## src/hdl/lcs_pkg.sv

```systemverilog
// shared constants, command and status types for the line centroid steering unit
package lcs_pkg;

   localparam int COORD_BITS_DEF = 12;
   localparam int CFG_W          = 16;
   localparam int DIM_W          = 12;
   localparam int IDX_W          = 3;
   localparam int CNT_W          = 24;
   localparam int SUM_W          = 37;
   localparam int LIN_W          = 23;
   localparam int ANG_W          = 24;
   localparam int PROD_W         = 36;
   localparam int NUM_W          = 53;
   localparam int QUO_W          = 57;
   localparam int RATE_W         = 58;
   localparam int LINP_W         = 56;

   // shared arithmetic unit
   localparam int OPA_W      = 64;
   localparam int OPB_W      = 40;
   localparam int MUL_STEPS  = 24;
   localparam int DIV_STEPS  = 64;
   localparam int STEP_CNT_W = 7;

   // register indexes
   localparam logic [IDX_W-1:0] REG_GAIN_POSITION = 3'd0;
   localparam logic [IDX_W-1:0] REG_GAIN_DISTANCE = 3'd1;
   localparam logic [IDX_W-1:0] REG_CRUISE_SPEED  = 3'd2;
   localparam logic [IDX_W-1:0] REG_WHEEL_RADIUS  = 3'd3;
   localparam logic [IDX_W-1:0] REG_BAND_DIVISOR  = 3'd4;
   localparam logic [IDX_W-1:0] REG_FRAME_WIDTH   = 3'd5;
   localparam logic [IDX_W-1:0] REG_FRAME_HEIGHT  = 3'd6;

   // reset values
   localparam logic [CFG_W-1:0] RST_GAIN_POSITION = 16'd2586;
   localparam logic [CFG_W-1:0] RST_GAIN_DISTANCE = 16'd5146;
   localparam logic [CFG_W-1:0] RST_CRUISE_SPEED  = 16'd1229;
   localparam logic [CFG_W-1:0] RST_WHEEL_RADIUS  = 16'd5243;
   localparam logic [CFG_W-1:0] RST_BAND_DIVISOR  = 16'd8520;
   localparam logic [DIM_W-1:0] RST_FRAME_WIDTH   = 12'd640;
   localparam logic [DIM_W-1:0] RST_FRAME_HEIGHT  = 12'd480;

   localparam logic [CFG_W-1:0] DIVISOR_MIN = 16'd4096;
   localparam logic [8:0]       DARK_LEVEL  = 9'd128;

   // gray weights
   localparam logic [13:0] W_RED   = 14'd4899;
   localparam logic [13:0] W_GREEN = 14'd9617;
   localparam logic [13:0] W_BLUE  = 14'd1868;
   localparam logic [22:0] GRAY_RND = 23'd8192;

   // datapath operation codes
   localparam int OP_W = 4;
   localparam logic [OP_W-1:0] OP_NONE = 4'd0;
   localparam logic [OP_W-1:0] OP_V1   = 4'd1;
   localparam logic [OP_W-1:0] OP_LO   = 4'd2;
   localparam logic [OP_W-1:0] OP_HI   = 4'd3;
   localparam logic [OP_W-1:0] OP_NUM1 = 4'd4;
   localparam logic [OP_W-1:0] OP_T1   = 4'd5;
   localparam logic [OP_W-1:0] OP_DEN2 = 4'd6;
   localparam logic [OP_W-1:0] OP_NUM2 = 4'd7;
   localparam logic [OP_W-1:0] OP_T2   = 4'd8;
   localparam logic [OP_W-1:0] OP_LIN  = 4'd9;

   typedef struct packed {
      logic            acc_en;
      logic            snap;
      logic            start;
      logic            latch;
      logic [OP_W-1:0] op;
      logic            load_rsp;
   } cmd_type;

   typedef struct packed {
      logic done;
      logic n_zero;
      logic in_band;
      logic v1_zero;
      logic h_zero;
   } status_type;

endpackage

```

## src/hdl/lcs_arith.sv

```systemverilog
// shared shift-add multiplier and restoring divider, one bit per cycle
module lcs_arith
   import lcs_pkg::*;
(
   input  logic             clock,
   input  logic             reset,
   input  logic             start,
   input  logic             is_div,
   input  logic [OPA_W-1:0] opa,
   input  logic [OPB_W-1:0] opb,
   output logic [OPA_W-1:0] result,
   output logic             done
);

   logic                  busy_ff, busy_in;
   logic                  done_ff, done_in;
   logic                  mode_ff, mode_in;
   logic [STEP_CNT_W-1:0] cnt_ff, cnt_in;
   logic [OPA_W-1:0]      x_ff, x_in;
   logic [OPB_W-1:0]      y_ff, y_in;
   logic [OPA_W-1:0]      acc_ff, acc_in;
   logic [OPB_W:0]        trial;
   logic [OPB_W:0]        rem;
   logic                  ge;

   assign trial = {acc_ff[OPB_W-1:0], x_ff[OPA_W-1]};
   assign ge    = trial >= {1'b0, y_ff};
   assign rem   = ge ? trial - {1'b0, y_ff} : trial;

   always_comb begin
      busy_in = busy_ff;
      done_in = 1'b0;
      mode_in = mode_ff;
      cnt_in  = cnt_ff;
      x_in    = x_ff;
      y_in    = y_ff;
      acc_in  = acc_ff;
      if (start) begin
         busy_in = 1'b1;
         mode_in = is_div;
         cnt_in  = is_div ? STEP_CNT_W'(DIV_STEPS - 1) : STEP_CNT_W'(MUL_STEPS - 1);
         x_in    = opa;
         y_in    = opb;
         acc_in  = '0;
      end else if (busy_ff) begin
         if (mode_ff) begin
            acc_in = {{(OPA_W-OPB_W-1){1'b0}}, rem};
            x_in   = {x_ff[OPA_W-2:0], ge};
         end else begin
            if (y_ff[0]) begin
               acc_in = acc_ff + x_ff;
            end
            x_in = {x_ff[OPA_W-2:0], 1'b0};
            y_in = {1'b0, y_ff[OPB_W-1:1]};
         end
         if (cnt_ff == '0) begin
            busy_in = 1'b0;
            done_in = 1'b1;
         end else begin
            cnt_in = cnt_ff - 1'b1;
         end
      end
   end

   always_ff @(posedge clock) begin
      if (reset) begin
         busy_ff <= 1'b0;
         done_ff <= 1'b0;
      end else begin
         busy_ff <= busy_in;
         done_ff <= done_in;
      end
   end

   always_ff @(posedge clock) begin
      mode_ff <= mode_in;
      cnt_ff  <= cnt_in;
      x_ff    <= x_in;
      y_ff    <= y_in;
      acc_ff  <= acc_in;
   end

   assign result = mode_ff ? x_ff : acc_ff;
   assign done   = done_ff;

endmodule

```

## src/hdl/lcs_datapath.sv

```systemverilog
// datapath: config registers, pixel accumulators, frame-end operands and result register
module lcs_datapath
   import lcs_pkg::*;
#(
   parameter int COORD_BITS = COORD_BITS_DEF
)
(
   input  logic                    clock,
   input  logic                    reset,
   input  cmd_type                 cmd,
   output status_type              status,
   input  logic [7:0]              req_blue,
   input  logic [7:0]              req_green,
   input  logic [7:0]              req_red,
   input  logic                    csr_write_en,
   input  logic [IDX_W-1:0]        csr_index,
   input  logic [CFG_W-1:0]        csr_write_data,
   output logic [LIN_W-1:0]        rsp_linear_speed,
   output logic signed [ANG_W-1:0] rsp_angular_rate,
   output logic                    rsp_line_found
);

   localparam int CMP_W = (COORD_BITS > DIM_W) ? COORD_BITS : DIM_W;

   // configuration
   logic [CFG_W-1:0] gain_pos_ff, gain_dist_ff, cruise_ff, wheel_ff, band_div_ff;
   logic [DIM_W-1:0] width_ff, height_ff;

   // frame accumulators
   logic [COORD_BITS-1:0] col_ff, col_in, row_ff, row_in;
   logic [CNT_W-1:0]      cnt_ff, cnt_in;
   logic [SUM_W-1:0]      csum_ff, csum_in, rsum_ff, rsum_in;

   // frame-end work registers
   logic [CNT_W-1:0]  n_ff;
   logic [SUM_W-1:0]  cs_ff, rs_ff;
   logic [DIM_W-1:0]  v1_ff;
   logic [PROD_W-1:0] lo_ff, hi_ff, den_ff;
   logic [NUM_W-1:0]  num_ff;
   logic [QUO_W-1:0]  t1_ff, t2_ff;
   logic [LINP_W-1:0] prod_ff;

   logic [LIN_W-1:0]  lin_out_ff;
   logic [ANG_W-1:0]  ang_out_ff;
   logic              found_out_ff;

   logic [22:0]      gray_sum;
   logic             dark;
   logic [DIM_W-1:0] wlim_m1;
   logic             wrap;
   logic [SUM_W:0]   csum_add, rsum_add;

   logic [CFG_W-1:0] divc;
   logic             left;
   logic [SUM_W-1:0] diff;
   logic [RATE_W-1:0] rate;
   logic [OPB_W-1:0]  rate_c;
   logic [OPB_W-1:0]  lin_full;
   logic [LIN_W-1:0]  lin_sat;
   logic [ANG_W-1:0]  ang_pos;
   logic [ANG_W:0]    ang_mag;
   logic [ANG_W-1:0]  ang_val;

   logic [OPA_W-1:0] opa;
   logic [OPB_W-1:0] opb;
   logic             is_div;
   logic [OPA_W-1:0] arith_result;
   logic             arith_done;

   always_ff @(posedge clock) begin
      if (reset) begin
         gain_pos_ff  <= RST_GAIN_POSITION;
         gain_dist_ff <= RST_GAIN_DISTANCE;
         cruise_ff    <= RST_CRUISE_SPEED;
         wheel_ff     <= RST_WHEEL_RADIUS;
         band_div_ff  <= RST_BAND_DIVISOR;
         width_ff     <= RST_FRAME_WIDTH;
         height_ff    <= RST_FRAME_HEIGHT;
      end else if (csr_write_en) begin
         unique case (csr_index)
            REG_GAIN_POSITION: gain_pos_ff  <= csr_write_data;
            REG_GAIN_DISTANCE: gain_dist_ff <= csr_write_data;
            REG_CRUISE_SPEED:  cruise_ff    <= csr_write_data;
            REG_WHEEL_RADIUS:  wheel_ff     <= csr_write_data;
            REG_BAND_DIVISOR:  band_div_ff  <= csr_write_data;
            REG_FRAME_WIDTH:   width_ff     <= csr_write_data[DIM_W-1:0];
            REG_FRAME_HEIGHT:  height_ff    <= csr_write_data[DIM_W-1:0];
            default: ;
         endcase
      end
   end

   // pixel accumulation
   assign gray_sum = 23'(req_red * W_RED) + 23'(req_green * W_GREEN)
                   + 23'(req_blue * W_BLUE) + GRAY_RND;
   assign dark     = gray_sum[22:14] <= DARK_LEVEL;
   assign wlim_m1  = (width_ff == '0) ? '0 : width_ff - 1'b1;
   assign wrap     = CMP_W'(col_ff) >= CMP_W'(wlim_m1);
   assign csum_add = {1'b0, csum_ff} + (SUM_W+1)'(col_ff);
   assign rsum_add = {1'b0, rsum_ff} + (SUM_W+1)'(row_ff);

   always_comb begin
      cnt_in  = cnt_ff;
      csum_in = csum_ff;
      rsum_in = rsum_ff;
      if (dark && (cnt_ff != '1)) begin
         cnt_in  = cnt_ff + 1'b1;
         csum_in = csum_add[SUM_W] ? '1 : csum_add[SUM_W-1:0];
         rsum_in = rsum_add[SUM_W] ? '1 : rsum_add[SUM_W-1:0];
      end
      if (wrap) begin
         col_in = '0;
         row_in = row_ff + 1'b1;
      end else begin
         col_in = col_ff + 1'b1;
         row_in = row_ff;
      end
   end

   always_ff @(posedge clock) begin
      if (reset) begin
         col_ff  <= '0;
         row_ff  <= '0;
         cnt_ff  <= '0;
         csum_ff <= '0;
         rsum_ff <= '0;
      end else if (cmd.acc_en) begin
         if (cmd.snap) begin
            col_ff  <= '0;
            row_ff  <= '0;
            cnt_ff  <= '0;
            csum_ff <= '0;
            rsum_ff <= '0;
         end else begin
            col_ff  <= col_in;
            row_ff  <= row_in;
            cnt_ff  <= cnt_in;
            csum_ff <= csum_in;
            rsum_ff <= rsum_in;
         end
      end
   end

   // frame-end operands
   assign divc = (band_div_ff < DIVISOR_MIN) ? DIVISOR_MIN : band_div_ff;
   assign left = cs_ff < {1'b0, lo_ff};
   assign diff = left ? {1'b0, lo_ff} - cs_ff : cs_ff - {1'b0, hi_ff};
   assign rate = {1'b0, t1_ff} + {1'b0, t2_ff};
   assign rate_c = (|rate[RATE_W-1:OPB_W]) ? '1 : rate[OPB_W-1:0];

   always_comb begin
      opa    = '0;
      opb    = '0;
      is_div = 1'b0;
      unique case (cmd.op)
         OP_V1: begin
            opa    = OPA_W'({width_ff, 12'd0});
            opb    = OPB_W'(divc);
            is_div = 1'b1;
         end
         OP_LO: begin
            opa = OPA_W'(n_ff);
            opb = OPB_W'(v1_ff);
         end
         OP_HI: begin
            opa = OPA_W'(n_ff);
            opb = OPB_W'(width_ff - v1_ff);
         end
         OP_NUM1: begin
            opa = OPA_W'(diff);
            opb = OPB_W'(gain_pos_ff);
         end
         OP_T1: begin
            opa    = OPA_W'({num_ff, 4'd0});
            opb    = OPB_W'(lo_ff);
            is_div = 1'b1;
         end
         OP_DEN2: begin
            opa = OPA_W'(n_ff);
            opb = OPB_W'(height_ff);
         end
         OP_NUM2: begin
            opa = OPA_W'(rs_ff);
            opb = OPB_W'(gain_dist_ff);
         end
         OP_T2: begin
            opa    = OPA_W'({num_ff, 4'd0});
            opb    = OPB_W'(den_ff);
            is_div = 1'b1;
         end
         OP_LIN: begin
            opa = OPA_W'(rate_c);
            opb = OPB_W'(wheel_ff);
         end
         default: ;
      endcase
   end

   lcs_arith u_arith (
      .clock  (clock),
      .reset  (reset),
      .start  (cmd.start),
      .is_div (is_div),
      .opa    (opa),
      .opb    (opb),
      .result (arith_result),
      .done   (arith_done)
   );

   always_ff @(posedge clock) begin
      if (cmd.snap) begin
         n_ff  <= cnt_in;
         cs_ff <= csum_in;
         rs_ff <= rsum_in;
         t1_ff <= '0;
         t2_ff <= '0;
      end else if (cmd.latch) begin
         case (cmd.op)
            OP_V1:   v1_ff   <= arith_result[DIM_W-1:0];
            OP_LO:   lo_ff   <= arith_result[PROD_W-1:0];
            OP_HI:   hi_ff   <= arith_result[PROD_W-1:0];
            OP_NUM1: num_ff  <= arith_result[NUM_W-1:0];
            OP_T1:   t1_ff   <= arith_result[QUO_W-1:0];
            OP_DEN2: den_ff  <= arith_result[PROD_W-1:0];
            OP_NUM2: num_ff  <= arith_result[NUM_W-1:0];
            OP_T2:   t2_ff   <= arith_result[QUO_W-1:0];
            OP_LIN:  prod_ff <= arith_result[LINP_W-1:0];
            default: ;
         endcase
      end
   end

   assign status.done    = arith_done;
   assign status.n_zero  = n_ff == '0;
   assign status.in_band = (cs_ff >= {1'b0, lo_ff}) && (cs_ff <= {1'b0, hi_ff});
   assign status.v1_zero = v1_ff == '0;
   assign status.h_zero  = height_ff == '0;

   // result shaping and saturation
   assign lin_full = prod_ff[LINP_W-1:16];
   assign lin_sat  = (|lin_full[OPB_W-1:LIN_W]) ? '1 : lin_full[LIN_W-1:0];
   assign ang_pos  = (rate > RATE_W'(24'h7FFFFF)) ? 24'h7FFFFF : rate[ANG_W-1:0];
   assign ang_mag  = (rate > RATE_W'(25'h800000)) ? 25'h800000 : rate[ANG_W:0];
   assign ang_val  = left ? ang_pos : ANG_W'(25'd0 - ang_mag);

   always_ff @(posedge clock) begin
      if (cmd.load_rsp) begin
         if (status.n_zero) begin
            lin_out_ff   <= '0;
            ang_out_ff   <= '0;
            found_out_ff <= 1'b0;
         end else if (status.in_band) begin
            lin_out_ff   <= LIN_W'(cruise_ff);
            ang_out_ff   <= '0;
            found_out_ff <= 1'b1;
         end else begin
            lin_out_ff   <= lin_sat;
            ang_out_ff   <= ang_val;
            found_out_ff <= 1'b1;
         end
      end
   end

   assign rsp_linear_speed = lin_out_ff;
   assign rsp_angular_rate = $signed(ang_out_ff);
   assign rsp_line_found   = found_out_ff;

endmodule

```

## src/hdl/lcs_ctrl.sv

```systemverilog
// controller: pixel streaming, frame-end operation sequence and result handshake
module lcs_ctrl
   import lcs_pkg::*;
(
   input  logic       clock,
   input  logic       reset,
   input  logic       req_valid,
   input  logic       req_end_of_frame,
   output logic       req_stall,
   output logic       rsp_valid,
   input  logic       rsp_stall,
   output cmd_type    cmd,
   input  status_type status
);

   localparam logic [3:0] S_RUN  = 4'd0;
   localparam logic [3:0] S_V1   = 4'd1;
   localparam logic [3:0] S_LO   = 4'd2;
   localparam logic [3:0] S_HI   = 4'd3;
   localparam logic [3:0] S_CMP  = 4'd4;
   localparam logic [3:0] S_NUM1 = 4'd5;
   localparam logic [3:0] S_T1   = 4'd6;
   localparam logic [3:0] S_DEN2 = 4'd7;
   localparam logic [3:0] S_NUM2 = 4'd8;
   localparam logic [3:0] S_T2   = 4'd9;
   localparam logic [3:0] S_LIN  = 4'd10;
   localparam logic [3:0] S_OUT  = 4'd11;

   logic [3:0] state_ff, state_in;
   logic       launched_ff, launched_in;
   logic       rsp_valid_ff, rsp_valid_in;
   logic       comp;
   logic       skip;
   logic [3:0] nxt;

   always_comb begin
      cmd          = '0;
      state_in     = state_ff;
      launched_in  = launched_ff;
      rsp_valid_in = rsp_valid_ff && rsp_stall;
      req_stall    = state_ff != S_RUN;
      comp         = 1'b0;
      skip         = 1'b0;
      nxt          = state_ff;
      unique case (state_ff)
         S_RUN: begin
            if (req_valid) begin
               cmd.acc_en = 1'b1;
               if (req_end_of_frame) begin
                  cmd.snap = 1'b1;
                  state_in = S_V1;
               end
            end
         end
         S_V1: begin
            comp = 1'b1; cmd.op = OP_V1; nxt = S_LO;
         end
         S_LO: begin
            comp = 1'b1; cmd.op = OP_LO; nxt = S_HI;
         end
         S_HI: begin
            comp = 1'b1; cmd.op = OP_HI; nxt = S_CMP;
         end
         S_CMP: begin
            state_in = (status.n_zero || status.in_band) ? S_OUT : S_NUM1;
         end
         S_NUM1: begin
            comp = 1'b1; cmd.op = OP_NUM1; nxt = S_T1;
         end
         S_T1: begin
            // no horizontal term when the band edge is zero
            comp = 1'b1; cmd.op = OP_T1; nxt = S_DEN2; skip = status.v1_zero;
         end
         S_DEN2: begin
            comp = 1'b1; cmd.op = OP_DEN2; nxt = S_NUM2;
         end
         S_NUM2: begin
            comp = 1'b1; cmd.op = OP_NUM2; nxt = S_T2;
         end
         S_T2: begin
            comp = 1'b1; cmd.op = OP_T2; nxt = S_LIN; skip = status.h_zero;
         end
         S_LIN: begin
            comp = 1'b1; cmd.op = OP_LIN; nxt = S_OUT;
         end
         S_OUT: begin
            if (!rsp_valid_ff || !rsp_stall) begin
               cmd.load_rsp = 1'b1;
               rsp_valid_in = 1'b1;
               state_in     = S_RUN;
            end
         end
         default: state_in = S_RUN;
      endcase

      if (comp) begin
         if (skip) begin
            state_in = nxt;
         end else if (!launched_ff) begin
            cmd.start   = 1'b1;
            launched_in = 1'b1;
         end else if (status.done) begin
            cmd.latch   = 1'b1;
            launched_in = 1'b0;
            state_in    = nxt;
         end
      end
   end

   always_ff @(posedge clock) begin
      if (reset) begin
         state_ff     <= S_RUN;
         launched_ff  <= 1'b0;
         rsp_valid_ff <= 1'b0;
      end else begin
         state_ff     <= state_in;
         launched_ff  <= launched_in;
         rsp_valid_ff <= rsp_valid_in;
      end
   end

   assign rsp_valid = rsp_valid_ff;

endmodule

```

## src/hdl/line_centroid_steering_unit.sv

```systemverilog
// top level of the line centroid steering unit
// Pixels stream in at one item per clock while req_stall is low; every dark pixel updates
// the dark-pixel count and the column and row sums. The pixel flagged end_of_frame starts
// the steering computation, which runs through one shared bit-serial unit and holds
// req_stall high for its sequence: band edge divide, two band-limit products, then on the
// proportional path two numerator products, the row denominator product, two quotient
// divides and the wheel radius product. Inside the band or with no dark pixels the sequence
// ends after the band limits. The result waits in an output register, and pixels of the
// next frame are accepted while it is pending.
module line_centroid_steering_unit
   import lcs_pkg::*;
#(
   parameter int COORD_BITS = COORD_BITS_DEF
)
(
   input  logic                    clock,
   input  logic                    reset,
   input  logic                    req_valid,
   output logic                    req_stall,
   input  logic [7:0]              req_blue,
   input  logic [7:0]              req_green,
   input  logic [7:0]              req_red,
   input  logic                    req_end_of_frame,
   output logic                    rsp_valid,
   input  logic                    rsp_stall,
   output logic [LIN_W-1:0]        rsp_linear_speed,
   output logic signed [ANG_W-1:0] rsp_angular_rate,
   output logic                    rsp_line_found,
   input  logic                    csr_write_en,
   input  logic [IDX_W-1:0]        csr_index,
   input  logic [CFG_W-1:0]        csr_write_data
);

   cmd_type    cmd;
   status_type status;

   lcs_ctrl u_ctrl (
      .clock            (clock),
      .reset            (reset),
      .req_valid        (req_valid),
      .req_end_of_frame (req_end_of_frame),
      .req_stall        (req_stall),
      .rsp_valid        (rsp_valid),
      .rsp_stall        (rsp_stall),
      .cmd              (cmd),
      .status           (status)
   );

   lcs_datapath #(
      .COORD_BITS (COORD_BITS)
   ) u_datapath (
      .clock            (clock),
      .reset            (reset),
      .cmd              (cmd),
      .status           (status),
      .req_blue         (req_blue),
      .req_green        (req_green),
      .req_red          (req_red),
      .csr_write_en     (csr_write_en),
      .csr_index        (csr_index),
      .csr_write_data   (csr_write_data),
      .rsp_linear_speed (rsp_linear_speed),
      .rsp_angular_rate (rsp_angular_rate),
      .rsp_line_found   (rsp_line_found)
   );

endmodule

```

## config.mk

```make
export PLATFORM = sky130hd
export DESIGN_NAME = line_centroid_steering_unit
export DESIGN_NICKNAME = d
export VERILOG_FILES = /design/src/hdl/lcs_pkg.sv /design/src/hdl/lcs_arith.sv /design/src/hdl/lcs_datapath.sv /design/src/hdl/lcs_ctrl.sv /design/src/hdl/line_centroid_steering_unit.sv
export SDC_FILE = /design/constraint.sdc
export NUM_CORES = 2
export LEC_CHECK = 0
export BUFFER_PORTS_ARGS = -buffer_cell sky130_fd_sc_hd__buf_2
export CAP_MARGIN = 0
export CORE_UTILIZATION = 31
export CTS_CLUSTER_SIZE = 24
export DETAILED_ROUTE_END_ITERATION = 8
export PLACE_DENSITY = 0.46
export SKIP_CTS_REPAIR_TIMING = 1
export SLEW_MARGIN = 40
export SYNTH_ARGS = -nofsm -noshare
export SYNTH_HDL_FRONTEND = slang
export SYNTH_HIERARCHICAL = 1
export SYNTH_SLANG_ARGS = --single-unit
```

## constraint.sdc

```tcl
create_clock -name clock -period 10.02 [get_ports clock]
set_clock_uncertainty 0.1 [all_clocks]
set_input_delay 0.501 -clock clock [delete_from_list [all_inputs] [get_ports clock]]
set_output_delay 0.501 -clock clock [all_outputs]
set_load 0.1 [all_outputs]
```

# Word level (Yosys, flattened, before mapping)
# Cells that the tools add are included.
dict set report classes {
  n_addsub 17
  mul 3
  order_cmp 9
  eq_ne 29
  muxes 70
  bitwise 3
  reduce_logical 47
}
# op n
set ops {}
lappend ops {{$pmux 40 s9} 1}
lappend ops {{$pmux 57 s6} 1}
lappend ops {{$mux 37} 7}
lappend ops {{$mux 64} 4}
lappend ops {{$mux 40} 4}
lappend ops {{$mux 24} 5}
lappend ops {{$add 37x12->38} 2}
lappend ops {{$pmux 4 s9} 2}
lappend ops {{$add 64x64->64} 1}
lappend ops {{$mux 12} 5}
lappend ops {{$add 57x57->58} 1}
lappend ops {{$gt 58x23->1 const B} 1}
lappend ops {{$gt 58x24->1 const B} 1}
lappend ops {{$mux 57} 1}
lappend ops {{$ge 41x40->1} 1}
lappend ops {{$mux 41} 1}
lappend ops {{$sub 41x40->41} 1}
lappend ops {{$ge 37x36->1} 1}
lappend ops {{$le 37x36->1} 1}
lappend ops {{$lt 37x36->1} 1}
lappend ops {{$sub 36x37->37} 1}
lappend ops {{$sub 37x36->37} 1}
lappend ops {{$logic_not 12->1} 3}
lappend ops {{$eq 4x3->1 const B} 8}
lappend ops {{other kinds (49)} 123}
dict set report totals {
  ff_bits 899
  inputBits 49
  output_inout_bits 50
  word_cells 215
}

# Depth between registers and ports, before layout
dict set report depth {
  word_depth 9
  mapped_depth 39
  mapped_depth_nobuf 36
}

# Modules after synthesis
# Netlist, hierarchy kept.
# mod n_inst cells_per_inst area_each_um2
set by_module_without_submodules {}
lappend by_module_without_submodules {lcs_datapath 1 4979 44582.8}
lappend by_module_without_submodules {lcs_arith 1 1600 14475.1}
lappend by_module_without_submodules {lcs_ctrl 1 74 551.8}

# Worst setup path before layout
# No wires, ideal clock.
dict set report synth_timing {
  path_kind {input to register}
  startpoint {input port req_blue[5]}
  endpoint {register u_datapath.cs_ff[25] (data pin)}
  setup_ns 0.260
  t_arrival_ns 8.729
  path_slack_ns 0.931
  path_stages 35
  cell_sequence {ha_1 -> ha_1 -> inv_1 -> fa_1 -> fa_1 -> inv_1 -> ha_1 -> and3b_1 -> o21a_1 -> o21a_1 -> o21a_1 -> o21a_1 -> o21a_1 -> nor2_1 -> xnor2_1 -> ha_1 -> inv_1 -> fa_1 -> fa_1 -> fa_1 -> inv_1 -> ha_1 -> clkbuf_1 -> a31o_2 -> a21o_1 -> a2111o_1 -> a221o_1 -> or3_1 -> and4_1 -> or3_1 -> buf_2 -> buf_2 -> nor2_2 -> nand3_1 -> mux2_2}
}
dict set report synth_between {
  elab_chain_cells 6
}
# item line
set synth_lines {}
lappend synth_lines {{start: declaration} line_centroid_steering_unit.sv:20} ;# input logic [7:0] req_blue,
lappend synth_lines {{$mul 8x9->17} lcs_datapath.sv:95} ;# + 23'(req_blue * W_BLUE) + GRAY_RND;
lappend synth_lines {{$add 23x19->23} lcs_datapath.sv:95}
lappend synth_lines {{$add 23x14->23} lcs_datapath.sv:95}
lappend synth_lines {{$le 9x8->1} lcs_datapath.sv:96} ;# assign dark = gray_sum[22:14] <= DARK_LEVEL;
lappend synth_lines {{$logic_and 1x1->1} lcs_datapath.sv:106} ;# if (dark && (cnt_ff != '1)) begin
lappend synth_lines {{$mux 37} lcs_datapath.sv:106}
lappend synth_lines {{named net u_datapath.csum_in[25]} lcs_datapath.sv:32} ;# logic [SUM_W-1:0] csum_ff, csum_in, rsum_ff, rsum_in;
lappend synth_lines {{end signal: assignment} lcs_datapath.sv:213} ;# cs_ff <= csum_in;
lappend synth_lines {{end: declaration} lcs_datapath.sv:36} ;# logic [SUM_W-1:0] cs_ff, rs_ff;
# The timed path passes the listed nets, and every way through them passes these cells.
# A chain may end at the register's enable or synchronous reset.

# Worst setup path in the final report
dict set report layout_timing {
  startpoint {input port req_blue[5]}
  endpoint {register u_datapath.cnt_ff[7]}
}
dict set report layout_between {
  elab_chain_cells 7
}
# item line
set layout_lines {}
lappend layout_lines {{$mul 8x9->17} lcs_datapath.sv:95}
lappend layout_lines {{$add 23x19->23} lcs_datapath.sv:95}
lappend layout_lines {{$add 23x14->23} lcs_datapath.sv:95}
lappend layout_lines {{$le 9x8->1} lcs_datapath.sv:96}
lappend layout_lines {{$logic_and 1x1->1} lcs_datapath.sv:106}
lappend layout_lines {{$mux 24} lcs_datapath.sv:106}
lappend layout_lines {{$mux 24} lcs_datapath.sv:128} ;# if (cmd.snap) begin
lappend layout_lines {{end signal: assignment} lcs_datapath.sv:137} ;# cnt_ff <= cnt_in;
lappend layout_lines {{end: declaration} lcs_datapath.sv:31} ;# logic [CNT_W-1:0] cnt_ff, cnt_in;
# No other way between the ends.

==> out/qor.yml <==
global_route:
  grt_pass1_vias: 47800
  grt_usage_pct: 21.5
  grt_pass1_wl_mm: 315
  gr-total-overflow: 0
  antenna_found_initial: 8
  grt_max_degree: 111
floorplanning:
  die_y_um: 438
  fp.dieW_um: 438
  start_util_pct: 31.3
  row_count: 159
  io_pins: 99
  core_sq_um: 188000
  die-area_sq_um: 191000
route:
  route.met2.wl_mm: 94.8
  via_count: 49700
  dr_wl_met3_mm: 9.70
  drc: 6
  drt-met1-wl_mm: 99.5
  routedWlPerCell_um: 23.1
  drt_iter0_drc: 4248
  routed_wl_mm: 211
  routed_via_density: 5.45
  dr.pass1.iters: 9
  ant_nets: 0
  highest_layer: "met4"
logic_synthesis:
  syn_avg_cell_area_sq_um: 8.98
  synth_cells: 6551
  netlist_area_sq_um: 58800
  ys_warn_count: 6
final_layout:
  final_common_cell: "nand2_1"
  layout-drive-gt1-share_pct: 9.43
  area_growth_pct: 11.8
  multi_input_area_sq_um: 34000
  final_cell_mix: "913 x nand2_1, 592 x a21oi_1, 471 x edfxtp_1"
  n_fill_cell: 19400
  nets: 7094
  regArea_sq_um: 22300
  utilization_pct: 34.9
setup_path:
  crit_top_cell: "ha_1"
  cpMaxStageDelayCell: "fa_1"
  start_kind: "primary input"
  path_max_fanout: 27
  crit_start: "req_blue[5]"
  cp-end-kind: "flip-flop"
  cp.arrival_ns: 9.47
  required_ns: 10.59
  r2r-end: "u_datapath/rsp_angular_rate[20]"
  slowest_delay_ns: 0.56
  r2r_start: "u_datapath/t1_ff[0]"
  rrSetupSlack_ns: 3.12
  critPathKind: "in -> reg"
  r2r_cells: 25
clock_network:
  cts_root_buf: "clkbuf_16"
  clock_path_buffers: 3
  path_clk_slew_ns: 0.06
  clk_latency_ns: 0.77
  cts_sinks: 876
  cts_tree: "built"
  htree_levels: 3
  cts_made_buffers: 104
sta:
  fin_crit_sh_pct: 88.9
  worst_slew_pin_slew_ns: 0.973
  layout_setup_ws_ns: 1.12
  slew_violations: 0
  fmax_ghz: 0.112
  min_period_ns: 8.90
  rsz0062_at_grt: "no"
  hold_violations: 0
  max_slew_margin_pct: 35.1
  tns_ns: 0
  setup_viol: 0
pwr:
  power_mw: 15.3
  peakVddDrop_v: 0.000285
  power_density_nw_per_um2: 232
  leakagePower_nw: 26.3
run_status:
  violations: "design-rule violations"
  outcome: "finished with violations"
placed_design:
  io_buffers: 98
  place_congestion: 0.915
  place_worst_setup_slack_ns: 0.326
  post-dp-hpwl_mm: 160
hold_path:
  min_path_cells: 3
  worstHoldStart: "csr_write_data[1]"
  hold_end: "u_datapath/cruise_ff[1]"
  hp-class: "in -> reg"
run:
  maxCapViolCount: 0
==> worst max-delay path: cells and delay by family <==
family          cells  cell delay (ns)
compound gates      9             2.08
buf+inv             7             0.88
fa+ha+maj          11             4.28
simple gates        7             1.70
==> metrics by stage <==
| step | instance area, sq um | hold WS (ns) | std cells |
|---|---|---|---|
| 2_1_floorplan | 58800 | 0.333 | 6557 |
| 4_1_cts | 65600 | -0.0959 | 9101 |
| 6_report | 65800 | 0.00876 | 9112 |
| 5_1_grt | 65800 | 0.000818 | 9110 |
| 3_3_place_gp | 61900 | 0.342 | 8897 |
| 3_5_place_dp | 62100 | 0.347 | 8904 |
==> power breakdown <==
group	internal, mW	switching (mW)
Clock	2.30	1.69
Sequential	4.14	0.282
Combinational	2.69	4.16
Total	9.12	6.13
==> routing by layer <==
| layer | up-vias | global-route usage [%] |
|---|---|---|
| li1 | 23800 | - |
| met1 | 24300 | 30.3 |
| met2 | 1309 | 34.3 |
| met3 | 266 | 2.10 |
| met4 | 0 | 7.28 |
| met5 | - | 0 |
==> cell type report <==
class	instances	area share, %
inverters	403	2.30
multi-input cells	4952	51.7
flip-flops and latches	876	33.8
repair buffers	186	2.03
well taps	2495	4.75
diodes	3	0.0114
clock buffers	134	4.31
clock inverters	63	1.07
==> worst max path at each step <==
stage	slack (ns)	cells past startpoint	to
global route	0.70	35	u_datapath/cnt_ff[11]
CTS	1.12	34	u_datapath/cnt_ff[7]
finish	1.12	34	u_datapath/cnt_ff[7]
floorplan	0.93	35	u_datapath/cs_ff[25]
detailed placement	0.33	34	u_datapath/cnt_ff[7]
global placement	0.36	34	u_datapath/csum_ff[6]
==> state kept, by name, indices dropped and copies added (netlist names), 40 cells and up <==
register,cells
u_datapath/prod_ff,40
u_datapath/t2_ff,57
u_datapath/t1_ff,57
u_datapath/num_ff,53
u_datapath/u_arith/x_ff,64
u_datapath/u_arith/y_ff,40
u_datapath/u_arith/acc_ff,57
Note: power is estimated with default switching activity, not from simulation.
